<file path="src/mst_pkg.sv">
// Shared types and constants of the matrix store with transpose and reshape.
package mst_pkg;

    // Defaults of the top-level parameters
    localparam int CAPACITY_DEF   = 1024;
    localparam int ELEM_WIDTH_DEF = 32;

    // Fixed field widths
    localparam int OP_W      = 2;
    localparam int ARG_W     = 11;
    localparam int VAL_W     = 32;
    localparam int IDX_W     = 2 * ARG_W;
    localparam int S_TDATA_W = 56;
    localparam int M_TDATA_W = 32;

    // Operation codes carried in the input tuser
    typedef enum logic [OP_W-1:0] {
        OP_LOAD      = 2'd0,
        OP_RESHAPE   = 2'd1,
        OP_TRANSPOSE = 2'd2,
        OP_QUERY     = 2'd3
    } t_op;

    // Controller states
    typedef enum logic [2:0] {
        ST_IDLE,
        ST_QREAD,
        ST_QOUT,
        ST_XWALK,
        ST_XDONE
    } t_state;

    // Commands from controller to datapath
    typedef struct packed {
        logic load;
        logic reshape;
        logic q_start;
        logic q_out;
        logic x_start;
        logic x_step;
        logic x_finish;
    } t_cmd;

    // Status from datapath to controller
    typedef struct packed {
        logic x_fits;
        logic x_last;
        logic out_free;
    } t_stat;

endpackage

</file>
<file path="src/mst_ctrl.sv">
// Controller state machine: sequences loads, reshapes, queries and transposes.
module mst_ctrl (
    input  logic          i_clk,
    input  logic          i_rst_n,
    input  logic          i_valid,
    input  mst_pkg::t_op  i_op,
    output logic          o_ready,
    input  mst_pkg::t_stat i_stat,
    output mst_pkg::t_cmd  o_cmd
);
    import mst_pkg::*;

    t_state r_state;
    t_state n_state;

    // State register
    always_ff @(posedge i_clk) begin
        if (!i_rst_n) begin
            r_state <= ST_IDLE;
        end else begin
            r_state <= n_state;
        end
    end

    // Next state and commands
    always_comb begin
        n_state = r_state;
        o_cmd   = '0;
        o_ready = 1'b0;
        case (r_state)
            ST_IDLE: begin
                o_ready = 1'b1;
                if (i_valid) begin
                    case (i_op)
                        OP_LOAD:    o_cmd.load    = 1'b1;
                        OP_RESHAPE: o_cmd.reshape = 1'b1;
                        OP_TRANSPOSE: begin
                            // oversized matrix: transpose is dropped
                            if (i_stat.x_fits) begin
                                o_cmd.x_start = 1'b1;
                                n_state       = ST_XWALK;
                            end
                        end
                        OP_QUERY: begin
                            o_cmd.q_start = 1'b1;
                            n_state       = ST_QREAD;
                        end
                        default: n_state = ST_IDLE;
                    endcase
                end
            end
            ST_QREAD: n_state = ST_QOUT;
            ST_QOUT: begin
                if (i_stat.out_free) begin
                    o_cmd.q_out = 1'b1;
                    n_state     = ST_IDLE;
                end
            end
            ST_XWALK: begin
                o_cmd.x_step = 1'b1;
                if (i_stat.x_last) begin
                    n_state = ST_XDONE;
                end
            end
            ST_XDONE: begin
                // last copy write lands here, then banks swap
                o_cmd.x_finish = 1'b1;
                n_state        = ST_IDLE;
            end
            default: n_state = ST_IDLE;
        endcase
    end

endmodule

</file>
<file path="config.mk">
export PLATFORM = sky130hd
export DESIGN_NAME = mst_ctrl
export DESIGN_NICKNAME = d
export VERILOG_FILES = /design/src/mst_pkg.sv /design/src/mst_ctrl.sv
export SDC_FILE = /design/constraint.sdc
export NUM_CORES = 1
export LEC_CHECK = 0
export ABC_CLOCK_PERIOD_IN_PS = 1600
export BUFFER_PORTS_ARGS = -buffer_cell sky130_fd_sc_hd__clkbuf_2
export CAP_MARGIN = 20
export CORE_AREA = 4 4 41 43
export DETAILED_ROUTE_END_ITERATION = 6
export DIE_AREA = 0 0 45 47
export PLACE_DENSITY = 0.44
export SLEW_MARGIN = 5
export SYNTH_ARGS = -nofsm -noshare
export SYNTH_HDL_FRONTEND = slang
export SYNTH_SLANG_ARGS = --single-unit
</file>
<file path="constraint.sdc">
create_clock -name i_clk -period 1.6 [get_ports i_clk]
set_input_delay 0.08 -clock i_clk [delete_from_list [all_inputs] [get_ports i_clk]]
set_output_delay 0.08 -clock i_clk [all_outputs]
set_load 0.1 [all_outputs]
</file>
==> metrics.txt <==
status finished with violations; violations in the final reports negative setup slack; final period utilization 102%; Final Critical Period 1.64 ns; number of instances in the placed design 56; Mapped Area 230 um2; final worst slack -0.0368 ns; hold-critical path depth 3; NetSw 157 uW; design area 514 um2; Die Y 47 um; P&R area growth vs syn 123%; Yosys reg bits 3; grt ovf 0; Sequential Power Share 20.7%; vias per cell 4.52; routed via count 280; Synth area leaders dfxtp_1 26%, a221oi_2 6.5%, or4b_4 6.0%; worst path required time 1.52 ns; measured slew at the worst slew-check pin 0.541 ns; Slew HR 64.1%; Clock transition at path regs 0.04 ns; Largest regs r_state (3); share of layout cells above drive strength 1 76.6%; buffers added on ports 15; asr flop ratio synth 0%; WL final 710 um; worst hold path class input port to flop; worst skew pair latency 0.23 ns; Crit path largest cell delay 0.43 ns; cts bufs inserted 3; Hold Fails Final Rpt 0; gpl congestion 0.790; Root Buffer clkbuf_4; slowest stage cell, crit path or3_4; Worst Path Buf+Inv 2; Total Routing Usage GR 8.08%; Seq/Total Area, Yosys 26.1%; Pwr Total 394 uW; dpl cell area 463 um2; initial antenna violation count 0; nets@finish 56; cell internal pwr 237 uW; worst path cell trace or3_4, inv_12, nand3_4, nor3b_4, buf_12; worst r2r dst r_state[1]; Power Dens Cells 766 nW/um2; Syn Inst Count 26; TritonRoute pass-1 iters 1; vias in the first global route 296; non-filler instance count after layout 62; warnings from Yosys 0; RSZ-0062 raised after global routing yes; Switching Fraction 39.7%; first-pass GRT wire length 1230 um; Crit Path Max Fanout 3; Clock Power Share 33.5%; Worst Skew 0.000709 ns; Die X 45 um; Unique masters post-synth 21; number of flops mapped to enable cells by yosys 0; Net Count, Synth 34; Fillers 146; clk sinks 3; Final setup viols 2; Critical Path Source Type flop; Crit Path Class flop to primary output; Antenna Nets Post-Route 0; Cell Rows 13; wire per inst 11.5 um; Slew Viols, Final 0; max reg flops 3; Max Clock Freq 611 MHz; Max Cap Violations 0; clock buffer depth 2; r2r setup slk 0.30 ns; Hold Path End r_state[1]; IO Pins 16; Lkg Pwr 0.232 nW; CTS tree built; RR Startpoint r_state[1]; Inserted Diodes 0; Top FF cell, synth dfxtp_1; violation count after the first detailed-route iteration 0; VDD IR-drop max 0.000361 V; hpwl dp 603 um; post-route core utilization 39.5%; H-tree depth 1; R2R cell count 3; Core Area 1300 um2; pre-CTS setup slack 0.173 ns; post-synth top area cell dfxtp_1; syn avg cell area 8.85 um2; Post-synth top cells 3 x dfxtp_1, 3 x inv_1, 2 x nor3_1; top cell type's share of synthesized area 26.1%; Biggest register r_state; CP Capture Type primary output; DR DRC count 0; initial core utilization 17.7%; CP delay by family, top simple AND/OR/NAND/NOR gates; Comb power frac 45.8%; arrival time worst endpoint 1.56 ns; hold_sp i_rst_n; largest net degree at the start of global routing 7; die area 2120 um2
[area by class of cell]
class                           count  area [um2]  area share (%)
Timing Repair Buffer               17         165            32.1
Tap cell                           15        18.8            3.65
Multi-Input combinational cell     19         211            41.1
Clock buffer                        4        26.3            5.11
Sequential cell                     3        65.1            12.7
Inverter                            4        27.5            5.35
[worst max-delay path by stage]
stage               start       end  cells after the start
4_1_cts        r_state[1]  o_cmd[2]                      5
3_5_place_dp   r_state[2]  o_cmd[5]                      5
3_3_place_gp   r_state[2]  o_cmd[6]                      5
5_1_grt        r_state[1]  o_cmd[2]                      5
6_report       r_state[1]  o_cmd[2]                      5
2_1_floorplan  r_state[2]  o_cmd[2]                      4
[stage by stage]
stage | hold slack [ns] | setup TNS, ns
after floorplan | 0.198 | -1.18
after global placement | 0.329 | 0
after detailed placement | 0.336 | 0
after CTS | 0.0851 | -0.120
after global routing | 0.0972 | -0.184
final | 0.0916 | -0.0445
[power groups by stage]
stage	clock, mW	sequential, mW	combinational, mW
after global routing	0.142	0.0819	0.188
after global placement	0	0.0851	0.167
after floorplan	0	0.0840	0.113
final	0.132	0.0814	0.180
after CTS	0.142	0.0812	0.183
after detailed placement	0	0.0853	0.169
[per-layer routing]
metal | routed length (um) | vias up | GRT usage, % | part of all wire [%]
met4 | 0 | 0 | 5.26 | 0
li1 | - | 142 | - | -
met1 | 301 | 125 | 10.3 | 42
met3 | 81 | 0 | 1.92 | 11
met5 | 0 | - | 0 | 0
met2 | 327 | 13 | 12.1 | 46
[kinds of logic after synthesis]
logic type,Yosys count,share of synthesized area (%)
flip-flops,3,26.1
buffers and inverters,4,6.52
AND/OR/NAND/NOR,13,45.1
AO/OA/AOI/OAI,6,22.3
[timing repair]
| item | 4_1_cts | 5_1_grt |
|---|---|---|
| pin swaps | 3 | 1 |
| setup buffers | 2 | 0 |
| gates resized for setup | 3 | 0 |
| gates cloned | 0 | 0 |
| hold buffers | 0 | 0 |
| endpoints found under the setup margin | 4 | 4 |
[tightest hold or removal path: cells and delay by family]
kind,cells,cell delay [ns]
buffers and inverters,2,0.16
AOI/OAI and AO/OA,1,0.04
[cell usage in the layout, fill, tap and decap left out, types with 2 or more instances in the layout]
| cell | count |
|---|---|
| buf_4 | 2 |
| clkbuf_4 | 3 |
| clkbuf_2 | 10 |
| buf_12 | 5 |
| nor3_4 | 2 |
| inv_1 | 3 |
Power figures use the tool's default switching activity.
